**config.mk**
```make
export PLATFORM = sky130hd
export DESIGN_NAME = x86_call_jump_address_decoder_top_flat
export DESIGN_NICKNAME = d
export VERILOG_FILES = /design/src/hdl/xcj_pkg.sv /design/src/hdl/xcj_if.sv /design/src/hdl/x86_call_jump_address_decoder_top.sv /design/src/hdl/xcj_front.sv /design/src/hdl/xcj_queue.sv /design/src/hdl/xcj_back.sv /design/src/flat_wrapper.sv
export SDC_FILE = /design/constraint.sdc
export NUM_CORES = 1
export LEC_CHECK = 0
export BUFFER_PORTS_ARGS = -buffer_cell sky130_fd_sc_hd__buf_2
export CORE_ASPECT_RATIO = 0.8
export CORE_UTILIZATION = 49
export CTS_BUF_LIST = sky130_fd_sc_hd__clkbuf_4 sky130_fd_sc_hd__clkbuf_8
export DETAILED_ROUTE_END_ITERATION = 7
export PLACE_DENSITY_LB_ADDON = 0.2
export SYNTH_ARGS = -nofsm -noshare
export SYNTH_HDL_FRONTEND = slang
export SYNTH_HIERARCHICAL = 1
export SYNTH_SLANG_ARGS = --single-unit
export TNS_END_PERCENT = 1
```
**constraint.sdc**
```tcl
create_clock -name i_clk -period 5.9 [get_ports i_clk]
set_input_delay 1.18 -clock i_clk [delete_from_list [all_inputs] [get_ports i_clk]]
set_output_delay 1.18 -clock i_clk [all_outputs]
set_load 0.02 [all_outputs]
```
**src/hdl/xcj_pkg.sv**
```systemverilog
// xcj_pkg: shared types and constants of the x86 call/jump address decoder.
// No dependencies; compiled first.
package xcj_pkg;

    localparam int unsigned BYTE_W     = 8;
    localparam int unsigned WORD_W     = 32;
    localparam int unsigned POS_W      = 63;
    localparam int unsigned IDX_W      = 64;
    localparam int unsigned CFG_IDX_W  = 8;
    localparam int unsigned CFG_DATA_W = 64;
    localparam int unsigned ADDR_BITS  = 24;

    localparam logic [BYTE_W-1:0] OPC_CALL = 8'hE8;
    localparam logic [BYTE_W-1:0] OPC_JMP  = 8'hE9;

    localparam logic [CFG_IDX_W-1:0] REG_BLOCK_POSITION = 8'd0;
    localparam logic [CFG_IDX_W-1:0] REG_ACCEPT_E9      = 8'd1;

    typedef struct packed {
        logic [WORD_W-1:0] word;
        logic [1:0]        cnt_m1;
        logic              last;
        logic              conv;
        logic [IDX_W-1:0]  cur;
    } t_job;

endpackage

```
**src/hdl/xcj_if.sv**
```systemverilog
// Channel interfaces of the decoder: input bytes, output bytes, register writes.
// Depends on xcj_pkg.
interface xcj_in_if;
    logic                       valid;
    logic                       ready;
    logic [xcj_pkg::BYTE_W-1:0] in_byte;
    logic                       in_last;
    modport source (output valid, output in_byte, output in_last, input ready);
    modport sink   (input valid, input in_byte, input in_last, output ready);
endinterface

interface xcj_out_if;
    logic                       valid;
    logic                       ready;
    logic [xcj_pkg::BYTE_W-1:0] out_byte;
    logic                       out_last;
    modport source (output valid, output out_byte, output out_last, input ready);
    modport sink   (input valid, input out_byte, input out_last, output ready);
endinterface

interface xcj_cfg_if;
    logic                           valid;
    logic                           ready;
    logic [xcj_pkg::CFG_IDX_W-1:0]  index;
    logic [xcj_pkg::CFG_DATA_W-1:0] data;
    modport source (output valid, output index, output data, input ready);
    modport sink   (input valid, input index, input data, output ready);
endinterface

```
**src/hdl/x86_call_jump_address_decoder_top.sv**
```systemverilog
// x86_call_jump_address_decoder_top: front, job queue and back of the decoder.
// Depends on xcj_pkg, xcj_if, xcj_front, xcj_queue, xcj_back.
//
// Use: bytes of a filtered block enter on i_in, one per item, in_last on the
// final byte. Decoded bytes leave on o_out in the same order with out_last on
// the final one. i_cfg writes block_position (index 0) and accept_e9 (index 1)
// while the block is idle; it is always ready.
// Path: a byte that passes directly goes through a job queue entry and then
// the back part's output register before it is offered on o_out. An opcode's
// four address bytes are held until the fourth arrives, then leave as a group
// of four through the same path, one per cycle while o_out.ready is high.
// Throughput: one input item per cycle while the job queue is not full, set
// by the single-byte output register of the back part; groups of four drain
// through the QUEUE_DEPTH-entry queue, so the long-run rate stays at one byte per cycle.
// Reset: synchronous, clears position, mode, held bytes and the queue.
// Stall: when o_out.ready is low the back part holds its byte; i_in.ready drops
// only once the job queue is full.
module x86_call_jump_address_decoder_top #(
    parameter int unsigned QUEUE_DEPTH = 4
) (
    input  logic     i_clk,
    input  logic     i_rst_n,
    xcj_in_if.sink   i_in,
    xcj_cfg_if.sink  i_cfg,
    xcj_out_if.source o_out
);
    import xcj_pkg::*;

    t_job push_job;
    t_job head_job;
    logic push;
    logic full;
    logic head_valid;
    logic pop;

    xcj_front u_front (
        .i_clk   (i_clk),
        .i_rst_n (i_rst_n),
        .i_in    (i_in),
        .i_cfg   (i_cfg),
        .i_full  (full),
        .o_push  (push),
        .o_job   (push_job)
    );

    xcj_queue #(
        .DEPTH (QUEUE_DEPTH)
    ) u_queue (
        .i_clk   (i_clk),
        .i_rst_n (i_rst_n),
        .i_push  (push),
        .i_job   (push_job),
        .o_full  (full),
        .o_valid (head_valid),
        .i_pop   (pop),
        .o_job   (head_job)
    );

    xcj_back u_back (
        .i_clk   (i_clk),
        .i_rst_n (i_rst_n),
        .i_valid (head_valid),
        .i_job   (head_job),
        .o_pop   (pop),
        .o_out   (o_out)
    );

endmodule

```
**src/hdl/xcj_front.sv**
```systemverilog
// xcj_front: accepts bytes, finds opcodes, gathers address bytes into jobs.
// Holds the configuration registers. Depends on xcj_pkg and xcj_if.
module xcj_front (
    input  logic          i_clk,
    input  logic          i_rst_n,
    xcj_in_if.sink        i_in,
    xcj_cfg_if.sink       i_cfg,
    input  logic          i_full,
    output logic          o_push,
    output xcj_pkg::t_job o_job
);
    import xcj_pkg::*;

    logic [POS_W-1:0]  r_bp;
    logic              r_e9;
    logic [IDX_W-1:0]  r_idx1, n_idx1;
    logic              r_collect, n_collect;
    logic [1:0]        r_cnt, n_cnt;
    logic [23:0]       r_held, n_held;
    logic              accept;
    logic              opcode;
    logic [IDX_W-1:0]  cur;
    logic [BYTE_W-1:0] b;

    assign i_in.ready  = !i_full;
    assign i_cfg.ready = 1'b1;
    assign accept      = i_in.valid && !i_full;
    assign b           = i_in.in_byte;
    assign opcode      = (b == OPC_CALL) || (r_e9 && (b == OPC_JMP));
    assign cur         = {1'b0, r_bp} + r_idx1;

    always_ff @(posedge i_clk) begin
        if (!i_rst_n) begin
            r_bp <= '0;
            r_e9 <= 1'b0;
        end else if (i_cfg.valid) begin
            unique case (i_cfg.index)
                REG_BLOCK_POSITION: r_bp <= i_cfg.data[POS_W-1:0];
                REG_ACCEPT_E9:      r_e9 <= i_cfg.data[0];
                default: ;
            endcase
        end
    end

    always_comb begin
        n_idx1    = r_idx1;
        n_collect = r_collect;
        n_cnt     = r_cnt;
        n_held    = r_held;
        o_push    = 1'b0;
        o_job     = '{word: '0, cnt_m1: 2'd0, last: i_in.in_last, conv: 1'b0, cur: cur};
        if (accept) begin
            if (r_collect) begin
                if (r_cnt == 2'd3) begin
                    o_push       = 1'b1;
                    o_job.word   = {b, r_held};
                    o_job.cnt_m1 = 2'd3;
                    o_job.conv   = 1'b1;
                    n_collect    = 1'b0;
                    n_cnt        = 2'd0;
                    n_held       = '0;
                end else if (i_in.in_last) begin
                    o_push       = 1'b1;
                    o_job.word   = {8'd0, r_held} | ({24'd0, b} << {r_cnt, 3'b000});
                    o_job.cnt_m1 = r_cnt;
                end else begin
                    n_held = r_held | ({16'd0, b} << {r_cnt, 3'b000});
                    n_cnt  = r_cnt + 2'd1;
                end
            end else begin
                o_push     = 1'b1;
                o_job.word = {24'd0, b};
                if (!i_in.in_last && opcode) begin
                    n_collect = 1'b1;
                    n_cnt     = 2'd0;
                    n_held    = '0;
                end
            end
            if (i_in.in_last) begin
                n_idx1    = IDX_W'(1);
                n_collect = 1'b0;
                n_cnt     = 2'd0;
                n_held    = '0;
            end else begin
                n_idx1 = r_idx1 + IDX_W'(1);
            end
        end
    end

    always_ff @(posedge i_clk) begin
        if (!i_rst_n) begin
            r_idx1    <= IDX_W'(1);
            r_collect <= 1'b0;
            r_cnt     <= 2'd0;
            r_held    <= '0;
        end else begin
            r_idx1    <= n_idx1;
            r_collect <= n_collect;
            r_cnt     <= n_cnt;
            r_held    <= n_held;
        end
    end

endmodule

```
**src/hdl/xcj_queue.sv**
```systemverilog
// xcj_queue: small job FIFO between the front and back parts.
// Depends on xcj_pkg.
module xcj_queue #(
    parameter int unsigned DEPTH = 4
) (
    input  logic          i_clk,
    input  logic          i_rst_n,
    input  logic          i_push,
    input  xcj_pkg::t_job i_job,
    output logic          o_full,
    output logic          o_valid,
    input  logic          i_pop,
    output xcj_pkg::t_job o_job
);
    import xcj_pkg::*;

    localparam int unsigned PTR_W = (DEPTH > 1) ? $clog2(DEPTH) : 1;
    localparam int unsigned CNT_W = $clog2(DEPTH + 1);

    t_job             r_mem [DEPTH];
    logic [PTR_W-1:0] r_wr, r_rd;
    logic [CNT_W-1:0] r_cnt;
    logic             push, pop;

    assign o_full  = (r_cnt == CNT_W'(DEPTH));
    assign o_valid = (r_cnt != '0);
    assign o_job   = r_mem[r_rd];
    assign push    = i_push && !o_full;
    assign pop     = i_pop && o_valid;

    always_ff @(posedge i_clk) begin
        if (push) begin
            r_mem[r_wr] <= i_job;
        end
    end

    always_ff @(posedge i_clk) begin
        if (!i_rst_n) begin
            r_wr  <= '0;
            r_rd  <= '0;
            r_cnt <= '0;
        end else begin
            if (push) begin
                r_wr <= (r_wr == PTR_W'(DEPTH - 1)) ? '0 : r_wr + PTR_W'(1);
            end
            if (pop) begin
                r_rd <= (r_rd == PTR_W'(DEPTH - 1)) ? '0 : r_rd + PTR_W'(1);
            end
            if (push && !pop) begin
                r_cnt <= r_cnt + CNT_W'(1);
            end else if (pop && !push) begin
                r_cnt <= r_cnt - CNT_W'(1);
            end
        end
    end

endmodule

```
**src/hdl/xcj_back.sv**
```systemverilog
// xcj_back: range-checks and converts addresses, then sends job bytes out one
// per cycle while o_out.ready is high. Depends on xcj_pkg and xcj_if.
module xcj_back (
    input  logic          i_clk,
    input  logic          i_rst_n,
    input  logic          i_valid,
    input  xcj_pkg::t_job i_job,
    output logic          o_pop,
    xcj_out_if.source     o_out
);
    import xcj_pkg::*;

    logic [WORD_W-1:0] r_word;
    logic [2:0]        r_rem;
    logic              r_last;
    logic [IDX_W:0]    sum;
    logic              in_range;
    logic [WORD_W-1:0] result;
    logic              out_acc;

    assign sum      = {i_job.cur[IDX_W-1], i_job.cur}
                    + {{(IDX_W + 1 - WORD_W){i_job.word[WORD_W-1]}}, i_job.word};
    assign in_range = (sum[IDX_W:ADDR_BITS] == '0);
    assign result   = (i_job.conv && in_range) ? i_job.word - i_job.cur[WORD_W-1:0]
                                               : i_job.word;

    assign out_acc        = o_out.valid && o_out.ready;
    assign o_pop          = i_valid && ((r_rem == 3'd0) || ((r_rem == 3'd1) && out_acc));
    assign o_out.valid    = (r_rem != 3'd0);
    assign o_out.out_byte = r_word[BYTE_W-1:0];
    assign o_out.out_last = r_last && (r_rem == 3'd1);

    always_ff @(posedge i_clk) begin
        if (!i_rst_n) begin
            r_rem  <= 3'd0;
            r_last <= 1'b0;
        end else if (o_pop) begin
            r_rem  <= {1'b0, i_job.cnt_m1} + 3'd1;
            r_last <= i_job.last;
        end else if (out_acc) begin
            r_rem  <= r_rem - 3'd1;
        end
    end

    always_ff @(posedge i_clk) begin
        if (o_pop) begin
            r_word <= result;
        end else if (out_acc) begin
            r_word <= {8'd0, r_word[WORD_W-1:BYTE_W]};
        end
    end

endmodule

```
**src/flat_wrapper.sv**
```systemverilog
// flat-port wrapper written by rule: the top's interface ports become plain ports
module x86_call_jump_address_decoder_top_flat import xcj_pkg::*;
#(
    parameter int unsigned QUEUE_DEPTH = 4
)
  (i_clk, i_rst_n, i_in_valid, i_in_in_byte, i_in_in_last, i_in_ready, i_cfg_valid, i_cfg_index, i_cfg_data, i_cfg_ready, o_out_valid, o_out_out_byte, o_out_out_last, o_out_ready);
  xcj_in_if i_in_i ();
  xcj_cfg_if i_cfg_i ();
  xcj_out_if o_out_i ();
  input  logic i_clk;
  input  logic i_rst_n;
  input wire logic [$bits(i_in_i.valid)-1:0] i_in_valid;
  input wire logic [$bits(i_in_i.in_byte)-1:0] i_in_in_byte;
  input wire logic [$bits(i_in_i.in_last)-1:0] i_in_in_last;
  output wire logic [$bits(i_in_i.ready)-1:0] i_in_ready;
  input wire logic [$bits(i_cfg_i.valid)-1:0] i_cfg_valid;
  input wire logic [$bits(i_cfg_i.index)-1:0] i_cfg_index;
  input wire logic [$bits(i_cfg_i.data)-1:0] i_cfg_data;
  output wire logic [$bits(i_cfg_i.ready)-1:0] i_cfg_ready;
  output wire logic [$bits(o_out_i.valid)-1:0] o_out_valid;
  output wire logic [$bits(o_out_i.out_byte)-1:0] o_out_out_byte;
  output wire logic [$bits(o_out_i.out_last)-1:0] o_out_out_last;
  input wire logic [$bits(o_out_i.ready)-1:0] o_out_ready;
  assign i_in_i.valid = i_in_valid;
  assign i_in_i.in_byte = i_in_in_byte;
  assign i_in_i.in_last = i_in_in_last;
  assign i_in_ready = i_in_i.ready;
  assign i_cfg_i.valid = i_cfg_valid;
  assign i_cfg_i.index = i_cfg_index;
  assign i_cfg_i.data = i_cfg_data;
  assign i_cfg_ready = i_cfg_i.ready;
  assign o_out_valid = o_out_i.valid;
  assign o_out_out_byte = o_out_i.out_byte;
  assign o_out_out_last = o_out_i.out_last;
  assign o_out_i.ready = o_out_ready;
  x86_call_jump_address_decoder_top #(.QUEUE_DEPTH(QUEUE_DEPTH)) u_core (.i_clk(i_clk), .i_rst_n(i_rst_n), .i_in(i_in_i), .i_cfg(i_cfg_i), .o_out(o_out_i));
endmodule
```
==> flow_summary.json <==
{
  "clk_pin_slew_ps": 60,
  "drtPass1Iterations": 6,
  "routedWlPerCell_um": 20.9,
  "skew_ps": 55.0,
  "final_layout_size_suffix_gt1_frac": 0.238,
  "final_hold_vio_count": 0,
  "post-route-min-period_ps": 5950,
  "drt_iter0_markers": 2580,
  "cts.sink_count": 600,
  "critical_path_class": "reg2reg",
  "power.combinational.fraction": 0.609,
  "synthArstFlopShare": 0,
  "ys_dominant_reg_cell": "sky130_fd_sc_hd__edfxtp_1",
  "failed_checks": "setup timing",
  "least_margin_pin_slew_ps": 1230,
  "cellInternalPower_mw": 13.4,
  "avg_inst_size_synth_um2": 10.8,
  "netSwitchingFraction": 0.413,
  "grt_first_pass_wirelength_mm": 144,
  "critPathArrivalTime_ps": 6450,
  "place_hpwl_mm": 70.8,
  "grt_start_max_net_pins": 84,
  "total_number_of_vias": 26400,
  "ff2ff_path_depth": 17,
  "design.final.nets": 3769,
  "clock-root-buffer": "sky130_fd_sc_hd__clkbuf_8",
  "synth_fp_nets": 3390,
  "io_pins": 98,
  "critical_path_peak_fanout": 10,
  "postLayoutSetupSlackWorst_ps": -51.5,
  "count_of_buffers_inserted_at_the_top_level_ports": 95,
  "netlist_area_um2": 33700,
  "detailed_route_drc_error_count": 0,
  "synth-edff-count": 432,
  "synth_top_area_cell": "sky130_fd_sc_hd__edfxtp_1",
  "setup_repair_after_global_routing_missed_its_margin": "true",
  "place.gp.congestion": 0.920,
  "route.antenna.remaining_nets": 0,
  "fmax_mhz": 168,
  "timing.final.max_slew_violations": 0,
  "max-clock-path-buffers": 3,
  "power.switching_mw": 9.41,
  "die_w_um": 295,
  "worst_hold_path_type": "reg2reg",
  "finalPower_mw": 22.8,
  "power.sequential.fraction": 0.237,
  "row_count": 85,
  "detailedPlace.worstSlack_ps": -465,
  "fin_crit_sh": 1.01,
  "relSlewSlack": 0.183,
  "initial_antenna_violation_count": 3,
  "yosysWarnings": 6,
  "clk-insertion-delay-late_ps": 700,
  "finish.utilization": 0.590,
  "p_leak_nw": 14.9,
  "die-area_um2": 69900,
  "postSynthCellCount": 3131,
  "endpoint_kind": "flip-flop",
  "area_delta_synth_final_pct": 18.4,
  "h-tree-depth": 3,
  "cts_tree": "yes",
  "floorplan.initialDensity": 0.499,
  "cts_hold_repair.buffers": 0,
  "distinct_cells_synth": 105,
  "hold_path_depth": 2,
  "first_global_vias": 25500,
  "floorplan.die.height_um": 237,
  "required_ps": 6400,
  "grt.overflow.total": 0,
  "peakVddDrop_mv": 0.284,
  "routed_wl_mm": 93.8,
  "synth.top_cells.by_area": "sky130_fd_sc_hd__edfxtp_1, sky130_fd_sc_hd__dfxtp_1, sky130_fd_sc_hd__mux4_2",
  "critPathLaunchType": "flip-flop",
  "share_of_the_synthesized_area_in_the_top_cell_type": 0.385,
  "maxCapViolCount": 0,
  "groute.usage.overall": 0.267,
  "cts_inserted_buffers": 93,
  "part_of_the_yosys_area_used_for_sequential_elements": 0.484,
  "ys_ff_latch": 600,
  "clock_power_share": 0.154,
  "power.density_cell_area_nw_per_um2": 572,
  "setup-violations-final": 17,
  "outcome": "complete, but fails checks",
  "floorplan_core_area_um2": 67600,
  "drt-vias-per-instance": 5.88
}
-- critical path: stages, from the launching register on --
cell	delay (ps)
sky130_fd_sc_hd__dfxtp_4	420
sky130_fd_sc_hd__buf_12	170
sky130_fd_sc_hd__buf_4	120
sky130_fd_sc_hd__mux4_2	650
sky130_fd_sc_hd__ha_4	240
sky130_fd_sc_hd__nand2b_1	150
sky130_fd_sc_hd__a21oi_2	210
sky130_fd_sc_hd__a211oi_2	90
sky130_fd_sc_hd__buf_4	140
sky130_fd_sc_hd__a2111oi_4	520
sky130_fd_sc_hd__nand2b_4	230
sky130_fd_sc_hd__mux2i_1	70
sky130_fd_sc_hd__or4_1	470
sky130_fd_sc_hd__or4_4	490
sky130_fd_sc_hd__or4_4	520
sky130_fd_sc_hd__or4_4	670
sky130_fd_sc_hd__or4_4	520
sky130_fd_sc_hd__o311ai_1	90
-- flip-flops by register name, indices dropped and copies added (netlist names), 2 cells and up, named ones only --
signal and cells:
u_core/u_queue/r_rd 2, u_core/u_queue/r_cnt 3, u_core/u_queue/r_wr 2, u_core/u_front/r_cnt 2
u_core/u_queue/r_mem 400, u_core/u_front/r_idx1 64, u_core/u_front/r_held 24, u_core/u_back/r_word 32
u_core/u_front/r_bp 63, u_core/u_back/r_rem 3
-- Yosys cell counts (all sizes together) (7+ instances only) --
cell,instances
or3,34
clkbuf,96
a21o,56
inv,105
ha,170
or4,16
xor2,64
a221o,7
mux4,100
a21oi,260
dfxtp,168
nor2,248
mux2i,11
edfxtp,432
o2111ai,8
nand4,68
buf,71
nor4,30
or2,11
a211oi,22
o21a,23
o21bai,31
and2,32
o31ai,21
o21ai,123
and4,9
nand3b,7
nand3,72
o211ai,35
a22oi,12
nor3,46
a2111oi,16
nand2b,26
xnor2,69
and3,35
o311ai,9
a21boi,75
o211a,7
nand2,352
a221oi,8
a31oi,20
nor2b,45
-- power groups by stage --
| stage | combinational, mW | sequential, mW | clock [mW] |
|---|---|---|---|
| final | 13.9 | 5.40 | 3.51 |
| after floorplan | 7.48 | 5.44 | 0 |
| after CTS | 13.2 | 5.40 | 3.59 |
| after global routing | 14.9 | 5.45 | 3.78 |
| after detailed placement | 12.7 | 5.49 | 0 |
| after global placement | 12.5 | 5.45 | 0 |
-- logic make-up after synthesis --
family	synth area share
AOI/OAI and AO/OA	0.154
xor gates and xnor gates	0.0345
adders and majority gates	0.0648
buffers and inverters	0.0394
DFF	0.484
muxes	0.0710
other	0.000111
and+or+nand+nor	0.152
-- cell type report --
| cell class | count | area (µm²) |
|---|---|---|
| Fill cell | 5649 | 27700 |
| Clock buffer | 137 | 1680 |
| Inverter | 105 | 394 |
| Clock inverter | 28 | 215 |
| Antenna cell | 1 | 2.50 |
| Sequential cell | 600 | 16300 |
| Tap cell | 913 | 1140 |
| Timing Repair Buffer | 451 | 3520 |
| Multi-Input combinational cell | 2259 | 16600 |
-- layout by cell type (no fill, tap or decap), types with 13 or more instances in the layout --
| cell type | n |
|---|---|
| sky130_fd_sc_hd__a211oi_1 | 17 |
| sky130_fd_sc_hd__xor2_1 | 64 |
| sky130_fd_sc_hd__o21a_1 | 23 |
| sky130_fd_sc_hd__xnor2_1 | 69 |
| sky130_fd_sc_hd__o31ai_1 | 13 |
| sky130_fd_sc_hd__and2_1 | 26 |
| sky130_fd_sc_hd__nand3_1 | 72 |
| sky130_fd_sc_hd__o21bai_1 | 30 |
| sky130_fd_sc_hd__or3_1 | 34 |
| sky130_fd_sc_hd__and3_1 | 34 |
| sky130_fd_sc_hd__o21ai_0 | 113 |
| sky130_fd_sc_hd__a21boi_0 | 74 |
| sky130_fd_sc_hd__ha_1 | 154 |
| sky130_fd_sc_hd__a21oi_1 | 246 |
| sky130_fd_sc_hd__dfxtp_1 | 166 |
| sky130_fd_sc_hd__nand4_1 | 66 |
| sky130_fd_sc_hd__edfxtp_1 | 432 |
| sky130_fd_sc_hd__a21oi_2 | 13 |
| sky130_fd_sc_hd__a21o_1 | 55 |
| sky130_fd_sc_hd__o211ai_1 | 34 |
| sky130_fd_sc_hd__nor2_1 | 240 |
| sky130_fd_sc_hd__buf_4 | 325 |
| sky130_fd_sc_hd__nand2b_1 | 24 |
| sky130_fd_sc_hd__nor2b_1 | 44 |
| sky130_fd_sc_hd__clkbuf_8 | 104 |
| sky130_fd_sc_hd__mux4_2 | 100 |
| sky130_fd_sc_hd__buf_2 | 95 |
| sky130_fd_sc_hd__inv_1 | 98 |
| sky130_fd_sc_hd__nand2_1 | 350 |
| sky130_fd_sc_hd__nor4_1 | 14 |
| sky130_fd_sc_hd__clkbuf_4 | 33 |
| sky130_fd_sc_hd__a31oi_1 | 18 |
| sky130_fd_sc_hd__buf_12 | 20 |
| sky130_fd_sc_hd__nor3_1 | 44 |
-- through the flow --
step	instances	hold WS [ps]	TNS (ps)	area, µm²
after detailed placement	4308	456	-13170	37200
after global placement	4308	447	-12000	37200
after CTS	4482	468	-375	39600
after global routing	4494	497	-6100	39900
after floorplan	3131	438	0	33700
final	4494	466	-382	39900
-- per-layer routing --
metal,GRT usage,vias to the layer above,share of wire
met3,0.0531,118,0.078
met1,0.412,12900,0.48
met2,0.383,872,0.42
li1,-,12500,-
met5,0.0146,-,0.0015
met4,0.0581,2,0.017
-- final timing paths --
path / endpoint / start / slack, ps
setup / recovery: u_core/u_back/r_word[0] / flip-flop / -50
hold / removal: u_core/u_back/r_last / u_core/u_back/r_last / 470
setup reg to reg: u_core/u_back/r_word[0] / flip-flop / -50
hold reg to reg: u_core/u_back/r_last / u_core/u_back/r_last / 470
-- timing repair --
item,in CTS,in global routing
gates resized for setup,58,57
setup buffers,6,11
endpoints found under the setup margin,32,32
pin swaps,8,12
gates cloned,3,1
Note: power is estimated with default switching activity, not from simulation.
